$ cat src/hw/rtl/ostt_pkg.sv
// package for the one-shot timer table: sizes, mode and result codes, sequencer states
// no dependencies; used by one_shot_timer_table_top and ostt_chk
`timescale 1ns / 1ps

package ostt_pkg;

  // default table size
  localparam int unsigned EntriesDefault = 16;

  // field widths fixed by the interface
  localparam int unsigned ModeW = 2;
  localparam int unsigned TimeW = 32;
  localparam int unsigned HandleW = 6;
  localparam int unsigned KindW = 3;

  // deadline reported when nothing is pending
  localparam logic [TimeW-1:0] NoDeadline = '1;

  // item modes
  localparam logic [ModeW-1:0] ModeSched  = 2'd0;
  localparam logic [ModeW-1:0] ModeCancel = 2'd1;
  localparam logic [ModeW-1:0] ModePoll   = 2'd2;
  localparam logic [ModeW-1:0] ModeIgnore = 2'd3;

  // result kinds
  localparam logic [KindW-1:0] KindScheduled = 3'd0;
  localparam logic [KindW-1:0] KindFull      = 3'd1;
  localparam logic [KindW-1:0] KindCancelled = 3'd2;
  localparam logic [KindW-1:0] KindExpired   = 3'd3;
  localparam logic [KindW-1:0] KindNone      = 3'd4;

  // sequencer states
  typedef enum logic [1:0] {
    StIdle,
    StScan,
    StEmit
  } ostt_state_e;

endpackage

$ cat src/hw/rtl/one_shot_timer_table_top.sv
// one-shot timer table: slot scan sequencer, deadline memory, result emitter
// depends on ostt_pkg
`timescale 1ns / 1ps

// channel   | direction | handshake            | payload
// ----------+-----------+----------------------+-------------------------------------------
// command   | in        | start_i, busy_o      | mode_i, now_ms_i, delay_ms_i, handle_i
// result    | out       | result_valid_o       | kind_o, slot_o, next_deadline_o, any_due_o,
//           |           |                      | last_o
//
// an item is taken at an edge with start_i high and busy_o low
// every item but mode three walks the whole table one slot a cycle through the
// single deadline memory read port: schedule and cancel give their result once
// the walk is done, and the next item can be taken at the edge ending that result
// a poll that expires timers then walks the fired mask one slot a cycle, up to
// the highest fired slot, giving one result per expired timer
// mode three is taken and dropped, busy_o stays low
// reset clears the busy bits and the sequencer at once; no clearing pass
// each result is shown for one cycle only, the receiver cannot stall it

module one_shot_timer_table_top #(
  parameter int unsigned ENTRIES = ostt_pkg::EntriesDefault
) (
  input  logic                          clk_i,
  input  logic                          rst_ni,
  // command side
  input  logic                          start_i,
  output logic                          busy_o,
  input  logic [ostt_pkg::ModeW-1:0]    mode_i,
  input  logic [ostt_pkg::TimeW-1:0]    now_ms_i,
  input  logic [ostt_pkg::TimeW-1:0]    delay_ms_i,
  input  logic [ostt_pkg::HandleW-1:0]  handle_i,
  // result side
  output logic                          result_valid_o,
  output logic [ostt_pkg::KindW-1:0]    kind_o,
  output logic [ostt_pkg::HandleW-1:0]  slot_o,
  output logic [ostt_pkg::TimeW-1:0]    next_deadline_o,
  output logic                          any_due_o,
  output logic                          last_o
);

  localparam int unsigned IdxW = (ENTRIES > 1) ? $clog2(ENTRIES) : 1;
  localparam logic [IdxW-1:0] LastIdx = IdxW'(ENTRIES - 1);

  // sequencer
  ostt_pkg::ostt_state_e state_q, state_d;

  // latched item
  logic [ostt_pkg::ModeW-1:0]   mode_q;
  logic [ostt_pkg::TimeW-1:0]   now_q;
  logic [ostt_pkg::TimeW-1:0]   sched_dl_q;
  logic [ostt_pkg::HandleW-1:0] handle_q;

  // read issue stage
  logic [IdxW-1:0] rd_idx_q, rd_idx_d;
  logic            rd_act_q, rd_act_d;

  // check stage, aligned with the registered memory read
  logic                      chk_vld_q, chk_vld_d;
  logic [IdxW-1:0]           chk_idx_q, chk_idx_d;
  logic [ostt_pkg::TimeW-1:0] rdata_q;

  // table state
  logic [ENTRIES-1:0]         slot_busy_q, slot_busy_d;
  logic [ostt_pkg::TimeW-1:0] dl_mem [ENTRIES];
  logic                       mem_we;

  // scan accumulators
  logic [ostt_pkg::TimeW-1:0] min_q, min_d;
  logic                       due_q, due_d;
  logic                       placed_q, placed_d;
  logic [IdxW-1:0]            place_idx_q, place_idx_d;
  logic [ENTRIES-1:0]         fired_q, fired_d;
  logic                       any_fired_q, any_fired_d;
  logic [IdxW-1:0]            last_fired_q, last_fired_d;
  logic [IdxW-1:0]            em_idx_q, em_idx_d;

  // result registers
  logic                         res_vld_q, res_vld_d;
  logic [ostt_pkg::KindW-1:0]   kind_q, kind_d;
  logic [ostt_pkg::HandleW-1:0] slot_q, slot_d;
  logic                         last_q, last_d;

  // per-slot check of the shared compare unit
  logic                       chk_busy;
  logic                       place_now;
  logic                       contrib;
  logic [ostt_pkg::TimeW-1:0] cval;
  logic                       scan_end;
  logic                       take;

  assign take     = start_i && (state_q == ostt_pkg::StIdle);
  assign scan_end = chk_vld_q && (chk_idx_q == LastIdx);
  assign chk_busy = slot_busy_q[chk_idx_q];

  // next state
  always_comb begin
    state_d = state_q;
    unique case (state_q)
      ostt_pkg::StIdle: begin
        if (start_i && (mode_i != ostt_pkg::ModeIgnore)) begin
          state_d = ostt_pkg::StScan;
        end
      end
      ostt_pkg::StScan: begin
        if (scan_end) begin
          if ((mode_q == ostt_pkg::ModePoll) && any_fired_d) begin
            state_d = ostt_pkg::StEmit;
          end else begin
            state_d = ostt_pkg::StIdle;
          end
        end
      end
      ostt_pkg::StEmit: begin
        if (em_idx_q == last_fired_q) begin
          state_d = ostt_pkg::StIdle;
        end
      end
      default: state_d = ostt_pkg::StIdle;
    endcase
  end

  // slot check: what this slot adds to the summary and how it changes
  always_comb begin
    place_now = 1'b0;
    contrib   = 1'b0;
    cval      = rdata_q;
    if (chk_vld_q) begin
      unique case (mode_q)
        ostt_pkg::ModeSched: begin
          if (!chk_busy && !placed_q) begin
            place_now = 1'b1;
            contrib   = 1'b1;
            cval      = sched_dl_q;
          end else begin
            contrib = chk_busy;
          end
        end
        ostt_pkg::ModeCancel: begin
          contrib = chk_busy && (handle_q != ostt_pkg::HandleW'(chk_idx_q));
        end
        ostt_pkg::ModePoll: begin
          // anything due is freed here, so it never adds to the summary
          contrib = chk_busy && (now_q < rdata_q);
        end
        default: contrib = 1'b0;
      endcase
    end
  end

  assign mem_we = place_now;

  // datapath and result values
  always_comb begin
    rd_idx_d     = rd_idx_q;
    rd_act_d     = 1'b0;
    chk_vld_d    = 1'b0;
    chk_idx_d    = chk_idx_q;
    slot_busy_d  = slot_busy_q;
    min_d        = min_q;
    due_d        = due_q;
    placed_d     = placed_q;
    place_idx_d  = place_idx_q;
    fired_d      = fired_q;
    any_fired_d  = any_fired_q;
    last_fired_d = last_fired_q;
    em_idx_d     = em_idx_q;
    res_vld_d    = 1'b0;
    kind_d       = kind_q;
    slot_d       = slot_q;
    last_d       = last_q;

    unique case (state_q)
      ostt_pkg::StIdle: begin
        if (take) begin
          rd_idx_d    = '0;
          rd_act_d    = (mode_i != ostt_pkg::ModeIgnore);
          min_d       = ostt_pkg::NoDeadline;
          due_d       = 1'b0;
          placed_d    = 1'b0;
          fired_d     = '0;
          any_fired_d = 1'b0;
        end
      end
      ostt_pkg::StScan: begin
        // issue the next memory read
        if (rd_act_q) begin
          chk_vld_d = 1'b1;
          chk_idx_d = rd_idx_q;
          if (rd_idx_q != LastIdx) begin
            rd_act_d = 1'b1;
            rd_idx_d = rd_idx_q + 1'b1;
          end
        end
        // update table and summary for the slot under check
        if (chk_vld_q) begin
          if (place_now) begin
            slot_busy_d[chk_idx_q] = 1'b1;
            placed_d               = 1'b1;
            place_idx_d            = chk_idx_q;
          end
          if ((mode_q == ostt_pkg::ModeCancel) &&
              (handle_q == ostt_pkg::HandleW'(chk_idx_q))) begin
            slot_busy_d[chk_idx_q] = 1'b0;
          end
          if ((mode_q == ostt_pkg::ModePoll) && chk_busy && (now_q >= rdata_q)) begin
            slot_busy_d[chk_idx_q] = 1'b0;
            fired_d[chk_idx_q]     = 1'b1;
            any_fired_d            = 1'b1;
            last_fired_d           = chk_idx_q;
          end
          if (contrib) begin
            if (cval < min_q) begin
              min_d = cval;
            end
            if (now_q >= cval) begin
              due_d = 1'b1;
            end
          end
        end
        // single result once the walk is done, unless a poll expired timers
        if (scan_end) begin
          em_idx_d = '0;
          if (!((mode_q == ostt_pkg::ModePoll) && any_fired_d)) begin
            res_vld_d = 1'b1;
            last_d    = 1'b1;
            slot_d    = '0;
            priority case (mode_q)
              ostt_pkg::ModeSched: begin
                if (placed_d) begin
                  kind_d = ostt_pkg::KindScheduled;
                  slot_d = ostt_pkg::HandleW'(place_idx_d);
                end else begin
                  kind_d = ostt_pkg::KindFull;
                end
              end
              ostt_pkg::ModeCancel: kind_d = ostt_pkg::KindCancelled;
              default:              kind_d = ostt_pkg::KindNone;
            endcase
          end
        end
      end
      ostt_pkg::StEmit: begin
        // walk the fired mask up to the highest fired slot
        if (fired_q[em_idx_q]) begin
          res_vld_d = 1'b1;
          kind_d    = ostt_pkg::KindExpired;
          slot_d    = ostt_pkg::HandleW'(em_idx_q);
          last_d    = (em_idx_q == last_fired_q);
        end
        if (em_idx_q != last_fired_q) begin
          em_idx_d = em_idx_q + 1'b1;
        end
      end
      default: begin
      end
    endcase
  end

  // control registers
  always_ff @(posedge clk_i or negedge rst_ni) begin
    if (!rst_ni) begin
      state_q     <= ostt_pkg::StIdle;
      rd_act_q    <= 1'b0;
      chk_vld_q   <= 1'b0;
      slot_busy_q <= '0;
      res_vld_q   <= 1'b0;
    end else begin
      state_q     <= state_d;
      rd_act_q    <= rd_act_d;
      chk_vld_q   <= chk_vld_d;
      slot_busy_q <= slot_busy_d;
      res_vld_q   <= res_vld_d;
    end
  end

  // payload registers
  always_ff @(posedge clk_i) begin
    if (take) begin
      mode_q     <= mode_i;
      now_q      <= now_ms_i;
      sched_dl_q <= now_ms_i + delay_ms_i;
      handle_q   <= handle_i;
    end
    rd_idx_q     <= rd_idx_d;
    chk_idx_q    <= chk_idx_d;
    min_q        <= min_d;
    due_q        <= due_d;
    placed_q     <= placed_d;
    place_idx_q  <= place_idx_d;
    fired_q      <= fired_d;
    any_fired_q  <= any_fired_d;
    last_fired_q <= last_fired_d;
    em_idx_q     <= em_idx_d;
    kind_q       <= kind_d;
    slot_q       <= slot_d;
    last_q       <= last_d;
  end

  // deadline memory: one write port at the check stage, one registered read port
  always_ff @(posedge clk_i) begin
    if (mem_we) begin
      dl_mem[chk_idx_q] <= sched_dl_q;
    end
    rdata_q <= dl_mem[rd_idx_q];
  end

  assign busy_o          = (state_q != ostt_pkg::StIdle);
  assign result_valid_o  = res_vld_q;
  assign kind_o          = kind_q;
  assign slot_o          = slot_q;
  assign next_deadline_o = min_q;
  assign any_due_o       = due_q;
  assign last_o          = last_q;

endmodule

$ cat config.mk
export PLATFORM = sky130hd
export DESIGN_NAME = one_shot_timer_table_top
export DESIGN_NICKNAME = d
export VERILOG_FILES = /design/src/hw/rtl/ostt_pkg.sv /design/src/hw/rtl/one_shot_timer_table_top.sv
export SDC_FILE = /design/constraint.sdc
export NUM_CORES = 1
export LEC_CHECK = 0
export ABC_CLOCK_PERIOD_IN_PS = 5800
export BUFFER_PORTS_ARGS = -buffer_cell sky130_fd_sc_hd__buf_2
export CORE_UTILIZATION = 45
export DETAILED_ROUTE_END_ITERATION = 10
export PLACE_DENSITY = 0.6
export SYNTH_ARGS = -nofsm -noshare
export SYNTH_HDL_FRONTEND = slang
export SYNTH_SLANG_ARGS = --single-unit
export TNS_END_PERCENT = 20
$ cat constraint.sdc
create_clock -name clk_i -period 5.8 [get_ports clk_i]
set_input_delay 0.29 -clock clk_i [delete_from_list [all_inputs] [get_ports clk_i]]
set_output_delay 0.29 -clock clk_i [all_outputs]
set_load 0.02 [all_outputs]
Word level (Yosys, flattened, before mapping)
Memories as Yosys holds them, arrays and structs flattened. A register that Yosys moved wholly into a read port is not among the register bits.
Index checks and enable logic that the tools add are counted.
Storage, ports and cells
  bits in registers: 174
  bits in writable memories: 512
  input bits: 75
  output and inout port bits: 45
  logic and storage cells: 180
  memories kept: 1
Operators by class
  add/subtract/negate cells: 3
  order comparisons: 7
  equality and inequality tests: 25
  mux-type cells: 87
  bitwise logic cells: 5
  reduce and logical (&&, ||, !) cells: 30
Memories
  dl_mem: depth 16, width 32, read ports 1, clocked after memory_dff 1, write ports 1, RTL line one_shot_timer_table_top.sv:65  | logic [ostt_pkg::TimeW-1:0] dl_mem [ENTRIES];
Operator list (number)
  32-bit two-way mux: 7
  16-bit two-way mux: 10
  32-bit >= comparator: 2
  32-bit < comparator: 2
  32-bit case mux with 2 select lines: 1
  4-bit two-way mux: 9
  1-bit two-way mux: 33
  32-bit adder: 1
  16-bit AND: 2
  16-bit OR: 2
  16-bit case mux with 2 select lines: 1
  2-bit != test (second input constant): 14
  6-bit two-way mux: 3
  16-bit NOT: 1
  4-bit case mux with 2 select lines: 2
  1-bit logical AND: 12
  1-bit case mux with 2 select lines: 6
  3-bit case mux with 2 select lines: 2
  6-bit case mux with 2 select lines: 1
  4-bit AND reduction: 3
  4-bit by 5-bit < comparator with 1-bit output (second input constant): 2
  5-bit AND reduction: 2
  3-bit two-way mux: 3
  3-bit AND reduction: 3
  other kinds (20): 33

Depth between registers and ports, before layout
  depth in word-level cells: 16
  mapped depth: 19
  depth with buffers taken out: 17

Worst setup path before layout
No wires, ideal clock.
  path kind: reg-to-reg
  from: reg chk_idx_q[1]
  to: mem dl_mem[10][0] (netlist bit), enable pin
  setup time: 502 ps
  arrival time: 4360 ps
  data required time: 5298 ps
  slack: 939 ps
  stages on the path, launching flop included: 5
  buffers on the path: 0
  clock period less this slack: 4861 ps
  cell sequence: edfxtp_1 -> mux4_2 -> mux2i_1 -> nand2_1 -> nor4_1
On the way
  cells in the longest elaborated chain, start to end: 9
Ends and longest elaborated chain
  start, declared: RTL line one_shot_timer_table_top.sv:60  | logic [IdxW-1:0] chk_idx_q, chk_idx_d;
  start signal, assigned: RTL line one_shot_timer_table_top.sv:286  | chk_idx_q <= chk_idx_d;
  1-bit binary-select mux with 4-bit select: RTL line one_shot_timer_table_top.sv:94  | assign chk_busy = slot_busy_q[chk_idx_q];
  1-bit two-way mux (not written as such): RTL line one_shot_timer_table_top.sv:94
  1-bit zero test: RTL line one_shot_timer_table_top.sv:131  | if (!chk_busy && !placed_q) begin
  1-bit logical AND: RTL line one_shot_timer_table_top.sv:131
  1-bit two-way mux: RTL line one_shot_timer_table_top.sv:131
  1-bit two-way mux: RTL line one_shot_timer_table_top.sv:129  | unique case (mode_q)
  1-bit two-way mux: RTL line one_shot_timer_table_top.sv:128  | if (chk_vld_q) begin
  1-bit two-way mux: RTL line one_shot_timer_table_top.sv:302  | if (mem_we) begin
  1-bit two-way mux (not written as such): RTL line one_shot_timer_table_top.sv:303  | dl_mem[chk_idx_q] <= sched_dl_q;
  end, declared: RTL line one_shot_timer_table_top.sv:65
Several ways; a longest one is shown, not always the timed one. The select of a mux whose other input is x is not followed.

Worst setup path in the final report
  from: reg chk_idx_q[1]
  to: reg min_q, in the netlist next_deadline_o[12], enable pin
On the way
  cells in the longest elaborated chain, start to end: 10
  elaborated cells on any way between the ends: 17
  those cells by class: order compare: 1; eq/ne: 3; mux: 8; reduce/logical: 5
Ends and longest elaborated chain
  1-bit binary-select mux with 4-bit select: RTL line one_shot_timer_table_top.sv:94
  1-bit two-way mux (not written as such): RTL line one_shot_timer_table_top.sv:94
  1-bit zero test: RTL line one_shot_timer_table_top.sv:131
  1-bit logical AND: RTL line one_shot_timer_table_top.sv:131
  32-bit two-way mux: RTL line one_shot_timer_table_top.sv:131
  32-bit two-way mux: RTL line one_shot_timer_table_top.sv:129
  32-bit two-way mux: RTL line one_shot_timer_table_top.sv:128
  net cval, one bit: RTL line one_shot_timer_table_top.sv:88  | logic [ostt_pkg::TimeW-1:0] cval;
  32-bit < comparator: RTL line one_shot_timer_table_top.sv:213  | if (cval < min_q) begin
  2-bit != test (no source line)
  5-bit AND reduction (no source line)
  end signal, assigned: RTL line one_shot_timer_table_top.sv:287  | min_q <= min_d;
  end, declared: RTL line one_shot_timer_table_top.sv:69  | logic [ostt_pkg::TimeW-1:0] min_q, min_d;
The timed path passes the listed nets, and every way through them passes these cells. The select of a mux whose other input is x is not followed.
A chain may end at the register's enable or synchronous reset.

==> out/qor.txt <==
outcome - complete, no violations
Fmax achieved - 0.192 GHz
max_cap viols - 0
Worst Clk Skew - 28.9 ps
Slew Viols, Final - 0
RSZ-0062 raised after global routing - no
met3 GRT Util - 4.39%
post_cts resized - 0
Synth Register Bits - 716
DR WL/cell - 24.9 um
# fillers - 5624
Area Growth Syn to Fin - 14.9%
R2R setup slack - 590 ps
maximum fanout along the worst path - 32
initial antenna violation count - 0
share of the synthesized area in the top cell type - 64.1%
leakage - 13.3 nW
PD cells - 468 nW/um^2
min cycle time layout - 5210 ps
met1 Track Usage GR - 29.5%
final hold violations - 0
register area share after synthesis - 67.9%
total number of vias - 18.2k
Synth Instances - 2049
setup tns final - 0 ps
vias in the first global route - 18.7k
dominant cell type by area after synthesis - edfxtp_1
CTS tree - done
first-pass GRT wire length - 117000 um
Netlist Area Pre-Place - 31000 um^2
R2R Path End - next_deadline_o[12]$_SDFFCE_PN1P_
post-route insts no fill - 3182
Util after Layout - 52.7%
post-place setup slack - 688 ps
area of the multi-input gates - 9250 um^2
Starting Density - 45.8%
Overflow after GRT - 0
WS Path Type - flip-flop to flip-flop
# Post-CTS Setup Buffers - 0
Critical Path Source - chk_idx_q[1]$_DFFE_PP_
Final Instance Area - 35700 um^2
top post-synthesis cells by area - edfxtp_1, ha_1, mux4_2
Reg-to-Reg Start - chk_idx_q[1]$_DFFE_PP_
total power - 16.7 mW
largest net degree at the start of global routing - 139
Worst EP arrival - 5470 ps
fin nets - 2456
ANT nets after route - 0
CTS buffer count - 75
crit path to - next_deadline_o[12]$_SDFFCE_PN1P_
ys flop type - edfxtp_1
CP Buf/Inv Count - 3
Min Hold Slack - 103 ps
clock root buffer master - clkbuf_16
GR met2 Demand/Resource - 39.1%
EDFF count, synth - 662
global routing's busiest layer - met2
required time worst endpoint - 6060 ps
maximum VDD drop - 0.292 mV
DIE HEIGHT - 265 um
most common cell after layout, fill and taps aside - edfxtp_1
slew margin rel. - 28.6%
gr usage total - 22.8%
Yosys warnings - 0
placed cell area - 32800 um^2
Clk pin slew, worst setup/hold paths - 60 ps
Crit path depth - 19
min-delay src - delay_ms_i[31]
Avg Synthesized Cell Area - 15.1 um^2
Cell variety after synth - 68
dpl cells - 3000
n_diodes - 0
final worst-path cycle share - 89.9%
initial drt markers - 1469
CP max stage delay - 700 ps
core area - 67800 um^2
vias per inst - 5.73
Hold Crit Class - input port to flip-flop
die width - 265 um
# setup viols final - 0
hold bufs inserted after CTS - 43
final wirelength - 79400 um
Port-buffer cells - 117
number of H-tree levels - 3
clock sink count - 716
Worst setup SP type - flip-flop
RD Place Congestion - 0.873
detailed-placement wirelength estimate - 49900 um
Slowest-stage cell, CP - edfxtp_1
worst reg2reg path depth - 19
clock latency on the worst-skew pair - 620 ps
Pre-antenna DRT Iters - 5
boundary pin count - 120
post-route DRC violation count - 0
most frequent cells in the layout - edfxtp_1, a21oi_1, ha_1, inv_1, buf_2
CP Capture Type - flip-flop
Post-synth ARST share - 2.93%
share of layout cells above drive strength 1 - 17.6%
cell family with most CP delay - compound AO/OA/AOI/OAI gates
clk buf depth - 3
Die ar. - 70000 um^2
sequential cell area - 21100 um^2
Worst Slack Setup Final - 585 ps
crit-path cells - mux4_2, mux2i_1, mux2i_1, nor3_4, buf_4, nor2_1, a21oi_1, inv_1, ha_1, a21o_1, a21o_1, a21oi_1, nor2b_1, o21ai_0, o211a_1, o21ai_0, nand2_1, o211a_1, buf_4
row cnt - 95
measured slew at the worst slew-check pin - 1070 ps
## Yosys cell counts (33+ instances only)
library cell / instances
a21o_1: 45
dfxtp_1: 33
clkbuf_1: 62
edfxtp_1: 662
ha_1: 133
o21ai_0: 91
nand2_1: 116
mux2i_1: 110
mux4_2: 73
a21oi_1: 149
inv_1: 120
a221oi_1: 34
nor2_1: 106
## area by class of cell
type | instances | share of cell area, %
Clock buffer | 108 | 6.06
Sequential cell | 716 | 59.1
Tap cell | 873 | 3.06
Timing Repair Buffer | 202 | 3.77
Multi-Input combinational cell | 1132 | 25.9
Inverter | 120 | 1.26
Clock inverter | 31 | 0.863
## cells by family (layout without fill, tap and decap cells)
family,count (synthesis),after routing,synth area share [%]
other,1,2,0.0121
flip-flops,716,716,67.9
AND/OR/NAND/NOR,344,344,5.18
AO/OA/AOI/OAI,407,407,8.20
XOR/XNOR,34,34,0.960
multiplexers,210,210,9.83
buffers and inverters,202,461,2.48
adder cells (fa/ha/maj),135,135,5.46
## registers in the layout, indices dropped and copies added, names as in the netlist, 3 cells and up, named ones only
| signal | count |
|---|---|
| chk_idx_q | 4 |
| slot_o | 4 |
| em_idx_q | 4 |
| dl_mem | 512 |
| now_q | 32 |
| rd_idx_q | 4 |
| sched_dl_q | 32 |
| fired_q | 16 |
| slot_busy_q | 15 |
| handle_q | 6 |
| place_idx_q | 4 |
| kind_o | 3 |
| next_deadline_o | 32 |
| last_fired_q | 4 |
| rdata_q | 32 |
## how the worst min path moves through the flow
stage          depth (start not counted)                     endpoint
6_report                               3     sched_dl_q[31]$_DFFE_PP_
5_1_grt                                3     sched_dl_q[31]$_DFFE_PP_
4_1_cts                                3     sched_dl_q[31]$_DFFE_PP_
3_5_place_dp                           1   slot_busy_q[4]$_DFFE_PN0P_
3_3_place_gp                           1  slot_busy_q[13]$_DFFE_PN0P_
2_1_floorplan                          0   asynchronous set/reset pin
## report_power, final
| group | leakage [nW] | internal (mW) | switching, mW |
|---|---|---|---|
| registers | 6.56 | 6.46 | 0.589 |
| clock network | 1.22 | 2.79 | 1.98 |
| logic | 5.52 | 1.93 | 2.94 |
## worst min-delay path: stages
cell and delay (ps):
buf_2 80, xor2_1 70, xnor2_1 160
## routing by layer
layer  part of all wire, %  wire length (um)
met5                     0                 0
met3                   5.0              3980
met2                    50             39800
met4                   2.5              2000
met1                    42             33600
(Power assumes the default switching activity.)
